==> config.mk <==
export PLATFORM = sky130hd
export DESIGN_NAME = tlb_lookup_fifo_lru_replace
export DESIGN_NICKNAME = d
export VERILOG_FILES = /design/src/rtl/tlbl_pkg.sv /design/src/rtl/tlb_lookup_fifo_lru_replace.sv /design/src/rtl/tlbl_ram.sv /design/src/rtl/tlbl_dp.sv /design/src/rtl/tlbl_ctrl.sv
export SDC_FILE = /design/constraint.sdc
export NUM_CORES = 1
export LEC_CHECK = 0
export BUFFER_PORTS_ARGS = -buffer_cell sky130_fd_sc_hd__buf_2
export CAP_MARGIN = 0
export CORE_UTILIZATION = 35
export DETAILED_ROUTE_END_ITERATION = 8
export PLACE_DENSITY = 0.55
export SYNTH_ARGS = -nofsm -noshare
export SYNTH_HDL_FRONTEND = slang
export SYNTH_HIERARCHICAL = 1
export SYNTH_SLANG_ARGS = --single-unit
export TNS_END_PERCENT = 50
==> constraint.sdc <==
create_clock -name clk -period 9.55 [get_ports clk]
set_clock_uncertainty 0.05 [all_clocks]
set_input_delay 0.4775 -clock clk [delete_from_list [all_inputs] [get_ports clk]]
set_output_delay 0.4775 -clock clk [all_outputs]
set_load 0.1 [all_outputs]
==> src/rtl/tlbl_pkg.sv <==
`timescale 1ns / 1ps
// ----------------------------------------------------------------------------
// tlbl_pkg
// Shared widths, defaults and controller/datapath interface types for the
// fully associative translation buffer.
// ----------------------------------------------------------------------------
package tlbl_pkg;

  localparam int ENTRIES_DEF = 16;
  localparam int PAGE_W      = 8;
  localparam int FRAME_W     = 8;
  localparam int TIME_W      = 16;
  localparam int SLOT_W      = 4;

  // Controller to datapath
  typedef struct packed {
    logic capture;   // latch the accepted item
    logic compare;   // register match and free vectors
    logic lookup;    // stamp matching entries, read frame, set result
    logic wr_free;   // insert into lowest free slot
    logic wr_fifo;   // insert at FIFO pointer
    logic wr_lru;    // insert at least recently used slot
    logic load_out;  // move result into output register
  } cmd_t;

  // Datapath to controller
  typedef struct packed {
    logic mode;
    logic any_free;
    logic policy_lru;
  } sts_t;

endpackage

==> src/rtl/tlb_lookup_fifo_lru_replace.sv <==
`timescale 1ns / 1ps
// ----------------------------------------------------------------------------
// tlb_lookup_fifo_lru_replace
// Fully associative translation buffer with FIFO or LRU replacement.
// ----------------------------------------------------------------------------
//  channel  handshake            payload
//  in       in_valid / in_stall  in_mode, in_page_number, in_frame_number,
//                                in_access_time
//  out      out_valid/out_stall  out_hit, out_frame_found, out_slot_index
//  cfg      cfg_we               cfg_wdata (policy_lru)
//
//  Lookup and insert with a free slot or FIFO victim step through accept,
//  compare, evaluate and output load.
//  LRU insert into a full buffer adds a wait for the registered minimum
//  tree over the time stamps before the write.
//  Synchronous reset clears valid bits, stamps, FIFO pointer and policy.
//  A stalled output holds the block in its final step; the next item is
//  accepted while a finished result is still waiting to be taken.
// ----------------------------------------------------------------------------
module tlb_lookup_fifo_lru_replace import tlbl_pkg::*; #(
  parameter int ENTRIES = ENTRIES_DEF
) (
  input  logic               clk,
  input  logic               rst_n,
  input  logic               cfg_we,
  input  logic               cfg_wdata,
  input  logic               in_valid,
  output logic               in_stall,
  input  logic               in_mode,
  input  logic [PAGE_W-1:0]  in_page_number,
  input  logic [FRAME_W-1:0] in_frame_number,
  input  logic [TIME_W-1:0]  in_access_time,
  output logic               out_valid,
  input  logic               out_stall,
  output logic               out_hit,
  output logic [FRAME_W-1:0] out_frame_found,
  output logic [SLOT_W-1:0]  out_slot_index
);

  cmd_t cmd;
  sts_t sts;

  tlbl_ctrl #(
    .ENTRIES (ENTRIES)
  ) u_ctrl (
    .clk       (clk),
    .rst_n     (rst_n),
    .in_valid  (in_valid),
    .in_stall  (in_stall),
    .out_valid (out_valid),
    .out_stall (out_stall),
    .sts       (sts),
    .cmd       (cmd)
  );

  tlbl_dp #(
    .ENTRIES (ENTRIES)
  ) u_dp (
    .clk             (clk),
    .rst_n           (rst_n),
    .cmd             (cmd),
    .sts             (sts),
    .cfg_we          (cfg_we),
    .cfg_wdata       (cfg_wdata),
    .in_mode         (in_mode),
    .in_page_number  (in_page_number),
    .in_frame_number (in_frame_number),
    .in_access_time  (in_access_time),
    .out_hit         (out_hit),
    .out_frame_found (out_frame_found),
    .out_slot_index  (out_slot_index)
  );

`ifndef SYNTH
  // an accepted item keeps the input side busy in the following cycle
  a_busy_after_accept: assert property (@(posedge clk) disable iff (!rst_n)
    (in_valid && !in_stall) |=> in_stall)
    else $error("input accepted while item in progress");

  // a result only appears out of the final step of an item
  a_result_from_item: assert property (@(posedge clk) disable iff (!rst_n)
    $rose(out_valid) |-> $past(in_stall))
    else $error("result without item in progress");

  // reset empties the output register
  a_reset_clears_out: assert property (@(posedge clk)
    !rst_n |=> !out_valid)
    else $error("output valid after reset");

  // inserts never report a hit
  a_insert_no_hit: assert property (@(posedge clk) disable iff (!rst_n)
    (cmd.wr_free || cmd.wr_fifo || cmd.wr_lru) |-> ##2 (!out_valid || !out_hit ||
      !$past(cmd.load_out)))
    else $error("insert reported a hit");
`endif

endmodule

==> src/rtl/tlbl_ram.sv <==
`timescale 1ns / 1ps
// ----------------------------------------------------------------------------
// tlbl_ram
// Generic simple dual port RAM, one write and one registered read port.
// ----------------------------------------------------------------------------
module tlbl_ram #(
  parameter int WIDTH = 8,
  parameter int DEPTH = 16
) (
  input  logic                     clk,
  input  logic                     we,
  input  logic [$clog2(DEPTH)-1:0] waddr,
  input  logic [WIDTH-1:0]         wdata,
  input  logic                     re,
  input  logic [$clog2(DEPTH)-1:0] raddr,
  output logic [WIDTH-1:0]         rdata
);

  logic [WIDTH-1:0] mem [DEPTH];
  logic [WIDTH-1:0] rdata_r;

  always_ff @(posedge clk) begin
    if (we) begin
      mem[waddr] <= wdata;
    end
    if (re) begin
      rdata_r <= mem[raddr];
    end
  end

  assign rdata = rdata_r;

endmodule

==> src/rtl/tlbl_dp.sv <==
`timescale 1ns / 1ps
// ----------------------------------------------------------------------------
// tlbl_dp
// Datapath: entry cells with parallel page compare, frame RAM, stamp cells,
// registered minimum tree for LRU victim choice, result and output registers.
// ----------------------------------------------------------------------------
module tlbl_dp import tlbl_pkg::*; #(
  parameter int ENTRIES = ENTRIES_DEF
) (
  input  logic               clk,
  input  logic               rst_n,
  input  cmd_t               cmd,
  output sts_t               sts,
  input  logic               cfg_we,
  input  logic               cfg_wdata,
  input  logic               in_mode,
  input  logic [PAGE_W-1:0]  in_page_number,
  input  logic [FRAME_W-1:0] in_frame_number,
  input  logic [TIME_W-1:0]  in_access_time,
  output logic               out_hit,
  output logic [FRAME_W-1:0] out_frame_found,
  output logic [SLOT_W-1:0]  out_slot_index
);

  localparam int IDX_W  = $clog2(ENTRIES);
  localparam int LEAVES = 1 << IDX_W;

  // captured item
  logic               mode_r;
  logic [PAGE_W-1:0]  page_r;
  logic [FRAME_W-1:0] frame_r;
  logic [TIME_W-1:0]  time_r;

  logic               policy_r;
  logic [ENTRIES-1:0] valid_r;
  logic [PAGE_W-1:0]  page_cell_r [ENTRIES];
  logic [TIME_W-1:0]  stamp_r [ENTRIES];
  logic [IDX_W-1:0]   fifo_ptr_r;

  logic [ENTRIES-1:0] match_r;
  logic [ENTRIES-1:0] free_r;
  logic [ENTRIES-1:0] match_nxt;

  logic [IDX_W-1:0]   hit_idx;
  logic [IDX_W-1:0]   free_idx;
  logic [IDX_W-1:0]   tree_idx;
  logic [IDX_W-1:0]   wr_slot;
  logic               wr_en;
  logic [ENTRIES-1:0] wr_sel;

  logic               res_hit_r;
  logic [IDX_W-1:0]   res_slot_r;
  logic [FRAME_W-1:0] ram_q;

  logic               out_hit_r;
  logic [FRAME_W-1:0] out_frame_r;
  logic [SLOT_W-1:0]  out_slot_r;
  logic [IDX_W+SLOT_W-1:0] slot_ext;

  always_ff @(posedge clk) begin
    if (cmd.capture) begin
      mode_r  <= in_mode;
      page_r  <= in_page_number;
      frame_r <= in_frame_number;
      time_r  <= in_access_time;
    end
  end

  always_ff @(posedge clk) begin
    if (!rst_n) begin
      policy_r <= 1'b0;
    end else if (cfg_we) begin
      policy_r <= cfg_wdata;
    end
  end

  // parallel compare against every valid entry
  always_comb begin
    for (int i = 0; i < ENTRIES; i++) begin
      match_nxt[i] = valid_r[i] && (page_cell_r[i] == page_r);
    end
  end

  always_ff @(posedge clk) begin
    if (cmd.compare) begin
      match_r <= match_nxt;
      free_r  <= ~valid_r;
    end
  end

  // highest matching slot wins; lowest free slot is filled first
  always_comb begin
    hit_idx = '0;
    for (int i = 0; i < ENTRIES; i++) begin
      if (match_r[i]) begin
        hit_idx = IDX_W'(i);
      end
    end
  end

  always_comb begin
    free_idx = '0;
    for (int i = ENTRIES - 1; i >= 0; i--) begin
      if (free_r[i]) begin
        free_idx = IDX_W'(i);
      end
    end
  end

  assign sts.mode       = mode_r;
  assign sts.any_free   = |free_r;
  assign sts.policy_lru = policy_r;

  assign wr_en = cmd.wr_free | cmd.wr_fifo | cmd.wr_lru;

  always_comb begin
    priority if (cmd.wr_free) begin
      wr_slot = free_idx;
    end else if (cmd.wr_fifo) begin
      wr_slot = fifo_ptr_r;
    end else begin
      wr_slot = tree_idx;
    end
  end

  always_comb begin
    for (int i = 0; i < ENTRIES; i++) begin
      wr_sel[i] = wr_en && (wr_slot == IDX_W'(i));
    end
  end

  always_ff @(posedge clk) begin
    if (!rst_n) begin
      valid_r <= '0;
    end else begin
      valid_r <= valid_r | wr_sel;
    end
  end

  always_ff @(posedge clk) begin
    for (int i = 0; i < ENTRIES; i++) begin
      if (wr_sel[i]) begin
        page_cell_r[i] <= page_r;
      end
    end
  end

  // stamps: every hit entry on lookup, written slot on an LRU-mode insert
  always_ff @(posedge clk) begin
    for (int i = 0; i < ENTRIES; i++) begin
      if (!rst_n) begin
        stamp_r[i] <= '0;
      end else if ((cmd.lookup && match_r[i]) || (wr_sel[i] && policy_r)) begin
        stamp_r[i] <= time_r;
      end
    end
  end

  always_ff @(posedge clk) begin
    if (!rst_n) begin
      fifo_ptr_r <= '0;
    end else if (cmd.wr_fifo) begin
      fifo_ptr_r <= (fifo_ptr_r == IDX_W'(ENTRIES - 1)) ? '0 : fifo_ptr_r + 1'b1;
    end
  end

  tlbl_ram #(
    .WIDTH (FRAME_W),
    .DEPTH (ENTRIES)
  ) u_frame_ram (
    .clk   (clk),
    .we    (wr_en),
    .waddr (wr_slot),
    .wdata (frame_r),
    .re    (cmd.lookup),
    .raddr (hit_idx),
    .rdata (ram_q)
  );

  // ---- registered minimum tree over stamps, ties go to the lower slot ----
  logic [TIME_W-1:0] leaf_st [LEAVES];
  logic [IDX_W-1:0]  leaf_ix [LEAVES];
  logic [TIME_W-1:0] tr_st_r [1:IDX_W][LEAVES];
  logic [IDX_W-1:0]  tr_ix_r [1:IDX_W][LEAVES];

  for (genvar j = 0; j < LEAVES; j++) begin : g_leaf
    if (j < ENTRIES) begin : g_real
      assign leaf_st[j] = stamp_r[j];
    end else begin : g_pad
      assign leaf_st[j] = '1;
    end
    assign leaf_ix[j] = IDX_W'(j);
  end

  for (genvar l = 1; l <= IDX_W; l++) begin : g_lvl
    for (genvar n = 0; n < (LEAVES >> l); n++) begin : g_node
      logic [TIME_W-1:0] ls;
      logic [TIME_W-1:0] rs;
      logic [IDX_W-1:0]  li;
      logic [IDX_W-1:0]  ri;
      if (l == 1) begin : g_from_leaf
        assign ls = leaf_st[2*n];
        assign rs = leaf_st[2*n+1];
        assign li = leaf_ix[2*n];
        assign ri = leaf_ix[2*n+1];
      end else begin : g_from_lvl
        assign ls = tr_st_r[l-1][2*n];
        assign rs = tr_st_r[l-1][2*n+1];
        assign li = tr_ix_r[l-1][2*n];
        assign ri = tr_ix_r[l-1][2*n+1];
      end
      always_ff @(posedge clk) begin
        if (rs < ls) begin
          tr_st_r[l][n] <= rs;
          tr_ix_r[l][n] <= ri;
        end else begin
          tr_st_r[l][n] <= ls;
          tr_ix_r[l][n] <= li;
        end
      end
    end
  end

  assign tree_idx = tr_ix_r[IDX_W][0];

  // ---- result and output registers ----
  always_ff @(posedge clk) begin
    if (cmd.lookup) begin
      res_hit_r  <= |match_r;
      res_slot_r <= hit_idx;
    end else if (wr_en) begin
      res_hit_r  <= 1'b0;
      res_slot_r <= wr_slot;
    end
  end

  assign slot_ext = {{SLOT_W{1'b0}}, res_slot_r};

  always_ff @(posedge clk) begin
    if (cmd.load_out) begin
      out_hit_r   <= res_hit_r;
      out_frame_r <= res_hit_r ? ram_q : '0;
      out_slot_r  <= slot_ext[SLOT_W-1:0];
    end
  end

  assign out_hit         = out_hit_r;
  assign out_frame_found = out_frame_r;
  assign out_slot_index  = out_slot_r;

endmodule

==> src/rtl/tlbl_ctrl.sv <==
`timescale 1ns / 1ps
// ----------------------------------------------------------------------------
// tlbl_ctrl
// Controller: sequences compare, lookup or insert, LRU tree wait and the
// handoff to the output register.
// ----------------------------------------------------------------------------
module tlbl_ctrl import tlbl_pkg::*; #(
  parameter int ENTRIES = ENTRIES_DEF
) (
  input  logic clk,
  input  logic rst_n,
  input  logic in_valid,
  output logic in_stall,
  output logic out_valid,
  input  logic out_stall,
  input  sts_t sts,
  output cmd_t cmd
);

  localparam int LVL   = $clog2(ENTRIES);
  localparam int CNT_W = $clog2(LVL + 1);

  localparam logic [2:0] ST_IDLE = 3'd0;
  localparam logic [2:0] ST_CMP  = 3'd1;
  localparam logic [2:0] ST_EVAL = 3'd2;
  localparam logic [2:0] ST_TREE = 3'd3;
  localparam logic [2:0] ST_FIN  = 3'd4;

  logic [2:0]       state_r;
  logic [2:0]       state_nxt;
  logic [CNT_W-1:0] cnt_r;
  logic [CNT_W-1:0] cnt_nxt;
  logic             out_valid_r;
  logic             out_valid_nxt;
  logic             out_free;

  assign out_free = !out_valid_r || !out_stall;

  always_comb begin
    state_nxt     = state_r;
    cnt_nxt       = cnt_r;
    out_valid_nxt = out_valid_r && out_stall;
    cmd           = '0;
    unique case (state_r)
      ST_IDLE: begin
        if (in_valid) begin
          cmd.capture = 1'b1;
          state_nxt   = ST_CMP;
        end
      end
      ST_CMP: begin
        cmd.compare = 1'b1;
        state_nxt   = ST_EVAL;
      end
      ST_EVAL: begin
        priority if (!sts.mode) begin
          cmd.lookup = 1'b1;
          state_nxt  = ST_FIN;
        end else if (sts.any_free) begin
          cmd.wr_free = 1'b1;
          state_nxt   = ST_FIN;
        end else if (!sts.policy_lru) begin
          cmd.wr_fifo = 1'b1;
          state_nxt   = ST_FIN;
        end else begin
          cnt_nxt   = '0;
          state_nxt = ST_TREE;
        end
      end
      ST_TREE: begin
        // wait until the minimum has passed every tree level
        if (cnt_r == CNT_W'(LVL)) begin
          cmd.wr_lru = 1'b1;
          state_nxt  = ST_FIN;
        end else begin
          cnt_nxt = cnt_r + 1'b1;
        end
      end
      ST_FIN: begin
        if (out_free) begin
          cmd.load_out  = 1'b1;
          out_valid_nxt = 1'b1;
          state_nxt     = ST_IDLE;
        end
      end
      default: begin
        state_nxt = ST_IDLE;
      end
    endcase
  end

  always_ff @(posedge clk) begin
    if (!rst_n) begin
      state_r     <= ST_IDLE;
      cnt_r       <= '0;
      out_valid_r <= 1'b0;
    end else begin
      state_r     <= state_nxt;
      cnt_r       <= cnt_nxt;
      out_valid_r <= out_valid_nxt;
    end
  end

  assign in_stall  = (state_r != ST_IDLE);
  assign out_valid = out_valid_r;

endmodule
==> metrics.txt, run 1 <==
top-count cell post-synth=edfxtp_1; Startpoint Class=register; die width=330.6 um; critical path launch point=u_dp/free_r[4]; max frequency=between 0.2 and 0.25 GHz; Routed Wire Length=94900 um; maximum clock insertion buffer count=3; Async SR Flop Fraction=0%; fin. max-slew vios=0; GRT Total Usage=between 10% and 20%; first-pass GRT wire length=about 140000 um; Final TNS setup=0 ns; final worst-path cycle share=between 50% and 60%; clock sinks=a little under 900; worst reg2reg startpoint=u_dp/free_r[4]; vias after detailed routing=roughly 22000; DRC=0; Synth top area share=between 40 and 50%; Post-Syn Area=~38000 sq um; Die ar.=109300 sq um; gpl congestion=around 0.85; WL/cell=between 20 and 25 um; # placed instances=4196; Iteration-0 DRC Markers=1616; Synth Net Count=between 3000 and 4000; vias in the first global route=roughly 23000; Starting Density=a little over a third; vias per std cell=~5.0; Top FF cell, synth=edfxtp_1; PwrDens=approximately 270 nW/um^2; number of synthesized flops with an enable pin=~600; RSZ-0062 raised after global routing=no; Clock transition at path regs=about 0.060 ns; Critical Path Fanout Max=17; Nets=3188; critical path class=register to register; cells after synthesis=2759; Layout Utilization=between 40% and 50%; antenna violations before repair=12; Final Hold Fails=0; Hold WC Path Type=input pin to register; CTS tree=done; Netlist cell types=77; Worst R2R Path Depth=10; most common library cells after synthesis=edfxtp_1 (603), dfxtp_1 (278), inv_1 (274); crit end category=register; Tmin final=~5.0 ns; site row count=120; placed inst area=39940 sq um; largest net degree at the start of global routing=39; number of port buffers=53; Max-Cap Viols=0; setup bufs post-CTS=0; Yosys top cell by area=edfxtp_1; clock root cell=clkbuf_16; Leakage Power=between 15 and 20 nW; # setup viols final=0; non-filler cells, final=4402; Yosys warning count=6; CTS Buf Count=just over 90; Post-DRT Antenna Nets=0; final global-route overflow total=0; CP required=just under 10 ns; Syn Area/Cell=~14 sq um; Core Box Area=~110000 sq um; number of fill cells=9717; cell area after layout=approximately 43000 sq um; Die Y=approximately 330 um; Detailed Place HPWL=66230 um; WHS Path Cells=3; First-pass DRT Iterations=5; Worst-Skew Late Latency=0.66 ns; hold_sp=cfg_we; synth top area cells=edfxtp_1 (48%), dfxtp_1 (15%), ha_1 (7.5%); H-tree Lvls=3; Seq/Total Area, Yosys=a little over three fifths; status=finished, final reports clean; Worst-Margin Slew=around 1.3 ns; io pins=54; ratio of cells with drive above 1 in the final layout=roughly 18%; Yosys reg bits=a little under 900; Slew HR=about a tenth; area grow syn2layout=14.73%; Critical Path AT=between 5 and 6 ns; worst vdd ir=246.3 uV
sequential cells by signal, summed over array words and instances, names as in the netlist, 3 cells and up:
register,cells
u_ctrl/cnt_r,3
u_ctrl/state_r,3
u_dp/fifo_ptr_r,4
u_dp/frame_r,8
u_dp/free_r,16
u_dp/match_r,16
u_dp/out_frame_found,8
u_dp/out_slot_index,4
u_dp/page_cell_r,128
u_dp/page_r,8
u_dp/res_slot_r,4
u_dp/stamp_r,256
u_dp/time_r,16
u_dp/tr_ix_r,26
u_dp/tr_st_r,224
u_dp/u_frame_ram/mem,128
u_dp/u_frame_ram/rdata,8
u_dp/valid_r,16
worst paths after layout:
kind                                               end  slack (ns)
worst max register to register     u_dp/stamp_r[0][79]        4.59
worst min-delay path                     u_dp/policy_r        0.06
worst min register to register  u_dp/out_slot_index[0]        0.37
worst max-delay path               u_dp/stamp_r[0][79]        4.59
critical path, stage by stage, from the launching register on:
cell and delay (ns):
edfxtp_1 0.41, or4_4 0.57, nor4b_4 0.25, nand3_1 0.17, and3_1 0.33, nor3_2 0.42, inv_1 0.28, a22oi_4 0.31
nor2_1 0.15, a32oi_2 0.87, nand2_1 0.70
cells in the final DEF, fill, tap and decap left out, types with 39 or more instances in the layout:
cell       count
nand2_1       71
nor2b_1      123
dfxtp_1      278
nand4_1       39
inv_1        274
nor2_1       187
a21oi_1       64
mux2_2       237
o21ai_0       46
xnor2_1      114
ha_1         228
buf_2         54
nand3_1       40
edfxtp_1     603
buf_4         55
clkbuf_16     96
logic make-up after synthesis:
group | count (synthesis) | share of synthesized area (%)
muxes | 275 | 9.266
and+or+nand+nor | 599 | 8.220
buffers and inverters | 349 | 3.718
xor gates and xnor gates | 130 | 3.012
DFF | 881 | 62.63
adders and majority gates | 228 | 7.548
AOI/OAI and AO/OA | 297 | 5.605
routing by layer:
layer / global-route usage (%) / routed length [um]
met1: 22.97 / 41650
met2: 29.50 / 46110
met3: 2.497 / 4529
met4: 5.650 / 2612
met5: 0 / 0
where the power goes:
group	switching, mW	leakage [nW]	internal [mW]
combinational	1.74	6.66	1.23
clock	1.46	1.49	2.16
sequential	0.447	8.08	4.80
per-stage QoR:
stage / power [mW] / setup WS (ns) / hold WS [ns]
final: 11.84 / 4.588 / 0.05544
after floorplan: 7.141 / 5.328 / 0.3503
after global routing: 12.43 / 4.204 / 0.04489
after CTS: 11.97 / 4.601 / 0.01575
after detailed placement: 8.313 / 4.633 / 0.3572
after global placement: 8.212 / 4.752 / 0.3607
repair_timing:
item                       CTS  global route
resized for setup            0             0
hold buffers                34             0
hold endpoints to repair    34             0
setup endpoints to repair    0             0
layout make-up:
class	instances	area (sq um)	share of cell area (%)
Clock buffer	125	2571	5.929
Antenna cell	3	7.507	0.01731
Inverter	275	1032	2.380
Multi-Input combinational cell	1529	12800	29.53
Sequential cell	881	23670	54.59
Timing Repair Buffer	143	1023	2.360
Clock inverter	43	498.0	1.148
Tap cell	1403	1755	4.048
(Power assumes the default switching activity.)
==> inputs of run 2 (changes only) <==
ABC_AREA = 1   (was not set)
clock period = 5.05 ns   (was 9.55 ns; I/O delays follow)
==> run 2 against run 1 <==
Maximum frequency grew 25%. First-iteration DRC count grew 6.8%. Via count grew 11%. Largest cell class unchanged. Largest power group unchanged.
==> metrics.txt, run 2 <==
First-pass DRT Iterations=6 (+1); worst reg2reg startpoint=u_dp/free_r[8]; largest registers=u_dp/stamp_r (256), u_dp/tr_st_r (224); # setup viols final=0 (unchanged); site row count=120 (unchanged); Top FF cell, synth=edfxtp_1; Syn Area/Cell=10.49 sq um (-23%); Max stage delay on crit path=0.53 ns (-0.34 ns); Tmin final=3.957 ns (-1.005 ns); area grow syn2layout=12.95%; top-count cell post-synth=nand2_1; critical-path cell list=nor4_4, nand4_2, inv_1, nand2_1, inv_1, nand2_1, nor3_1, buf_4, or2_0, o211ai_1, a21boi_0, buf_4, inv_2, nand4_1, o21bai_1, or2_2; post-CTS sizing=0 (unchanged); most common library cells after synthesis=nand2_1 (653), edfxtp_1 (603), inv_1 (515); most frequent cells in the layout=nand2_1 (653), edfxtp_1 (603), inv_1 (515); top layer in use=met4; Detailed Place HPWL=61160 um (-7.7%); Startpoint Class=register; number of fill cells=10350 (+6.6%); CP required=5.31 ns (-4.40 ns); vias per std cell=4.726 (-5.5%); Async SR Flop Fraction=0% (unchanged); status=finished, final reports clean; register area=23670 sq um (unchanged); worst reg2reg setup slack=1.09 ns (-3.50 ns); synth top area cells=edfxtp_1 (48%), dfxtp_1 (15%), ha_1 (7.5%); crit end category=register; Clock transition at path regs=0.06 ns (about the same); fin. max-slew vios=0 (unchanged); FF-to-FF End=u_dp/stamp_r[1][100]; Biggest register=u_dp/stamp_r; Starting Density=35.44% (+0.13 points); Final TNS setup=0 ns (unchanged); WL/cell=17.08 um (-21%); final global-route overflow total=0 (unchanged); Post-Syn Area=38100 sq um (+0.80%); final worst-path cycle share=78.36% (+26 points); metal3 WL=4528 um (about the same); Yosys warning count=6 (unchanged); Hold WC Path Type=input pin to register; max frequency=0.2527 GHz (+25%); Critical Path Fanout Max=16 (-1); maximum clock insertion buffer count=3 (unchanged); Multi-input gate area=11840 sq um (-7.6%); clock sinks=881 (unchanged); io pins=54 (unchanged); vias after detailed routing=24550 (+11%); slowest stage cell, crit path=o21bai_1; gpl congestion=0.8615 (+1.8%); vias in the first global route=23250 (+2.4%); CTS tree=done; WL met1=42880 um (+3.0%); Max-Cap Viols=0 (unchanged); Leakage Power=17.75 nW (+9.4%); clock root cell=clkbuf_16; Seq/Total Area, Yosys=62.13% (-0.50 points); max reg flops=256 (unchanged); Post-DRT Antenna Nets=0 (unchanged); Core Box Area=107500 sq um (+0.42%); worst hold path endpoint=u_dp/frame_r[7]; hold_sp=in_frame_number[7]; Routed Wire Length=88720 um (-6.5%); Final Hold Fails=0 (unchanged); first-pass GRT wire length=136200 um (-3.4%); WHS Path Cells=2 (-1); most common cell after layout, fill and taps aside=nand2_1; Yosys reg bits=881 (unchanged); met2 WL post-DR=39160 um (-15%); antenna violations before repair=2 (-10); Slew HR=20.11% (+11 points); ratio of cells with drive above 1 in the final layout=8.731% (-9.0 points); DRC=0 (unchanged); CTS Buf Count=95 (+4.4%); Synth Net Count=3899 (+29%); Die ar.=110200 sq um (+0.80%); setup bufs post-CTS=0 (unchanged); Post-CTS Hold Buffers=39 (+15%); Critical Path AT=4.21 ns (-0.91 ns); GRT Total Usage=16.04% (-1.4 points); H-tree Lvls=3 (unchanged); critical path class=register to register; Synth top area share=47.53% (-0.38 points); Min Hold Slack=0.2475 ns (+0.1920 ns); worst vdd ir=323.3 uV (+31%); ant diodes=0 (-3); RSZ-0062 raised after global routing=no; Iteration-0 DRC Markers=1726 (+6.8%); Worst-Margin Slew=1.197 ns (-0.1491 ns); Worst R2R Path Depth=16 (+6); Netlist cell types=51 (-34%); die width=331.9 um (+0.40%); Die Y=331.9 um (+0.40%); number of port buffers=53 (unchanged); Worst-Skew Late Latency=0.66 ns (about the same); PwrDens=487.7 nW/um^2 (+79%); Yosys top cell by area=edfxtp_1; number of synthesized flops with an enable pin=603 (unchanged); Nets=3984 (+25%); largest net degree at the start of global routing=66 (+69%); cells after synthesis=3632 (+32%)
run 2: cell count changes after synthesis, moves of 34 or more:
cell     before  now
xnor2_1     114   22
o21ai_0      46  271
nor2b_1     123    0
nand3_1      40  144
mux2_2      237    0
inv_1       274  515
nand2_1      71  653
o21a_1       34    0
nor2_2        1   65
nor2_1      188  298
a21oi_1      64  167
run 2: layer usage:
layer | GRT usage (%) | up-vias
li1 | - | 12370
met1 | 22.93 | 11500
met2 | 24.84 | 548
met3 | 2.785 | 126
met4 | 4.620 | 0
met5 | 0 | -
run 2: worst max-delay path by stage:
stage,from,slack [ns],cells after the start,to
2_1_floorplan,u_ctrl/state_r[1],1.77,3,u_dp/frame_r[0]
3_3_place_gp,u_dp/free_r[4],1.15,18,u_dp/stamp_r[0][54]
3_5_place_dp,u_dp/free_r[8],1.18,16,u_dp/stamp_r[1][110]
4_1_cts,u_dp/free_r[8],1.14,16,u_dp/stamp_r[1][100]
5_1_grt,u_dp/free_r[8],0.71,18,u_dp/stamp_r[0][48]
6_report,u_dp/free_r[8],1.09,16,u_dp/stamp_r[1][100]
run 2: stage by stage:
step           worst slack (ns)  instances  instance area (sq um)  power (mW)  util (%)
2_1_floorplan             1.774       3632                  38100       12.83         -
3_3_place_gp              1.150       4984                  39700       14.51     36.93
4_1_cts                   1.140       5194                  43030       21.25     40.03
3_5_place_dp              1.176       4984                  39700       14.58     36.93
5_1_grt                  0.7124       5194                  43030       22.22     40.03
6_report                  1.093       5194                  43030       20.99     40.03
run 2: critical path: cells and delay by family (launching register included):
kind                   cells  cell delay [ns]
and+or+nand+nor            8             1.60
DFF                        1             0.43
AOI/OAI and AO/OA          3             0.74
buffers and inverters      5             0.79
run 2: layout make-up:
type / count / share of cell area, %
flip-flops and latches: 881 / 55.01
multi-input cells: 2096 / 27.51
clock buffers: 127 / 6.039
inverters: 526 / 4.594
well taps: 1403 / 4.079
repair buffers: 117 / 1.960
clock inverters: 44 / 0.8054
run 2: kinds of logic after synthesis:
group	Yosys count	synth area share (%)
AO/OA/AOI/OAI	575	8.578
flip-flops	881	62.13
adder cells (fa/ha/maj)	228	7.488
buffers and inverters	655	6.851
XOR/XNOR	42	0.9655
AND/OR/NAND/NOR	1251	13.98
run 2: power breakdown:
group	leakage, nW	internal (mW)	switching [mW]	total, mW
clock network	1.45	3.81	2.79	6.60
logic	8.23	1.34	3.55	4.89
registers	8.07	8.92	0.585	9.50
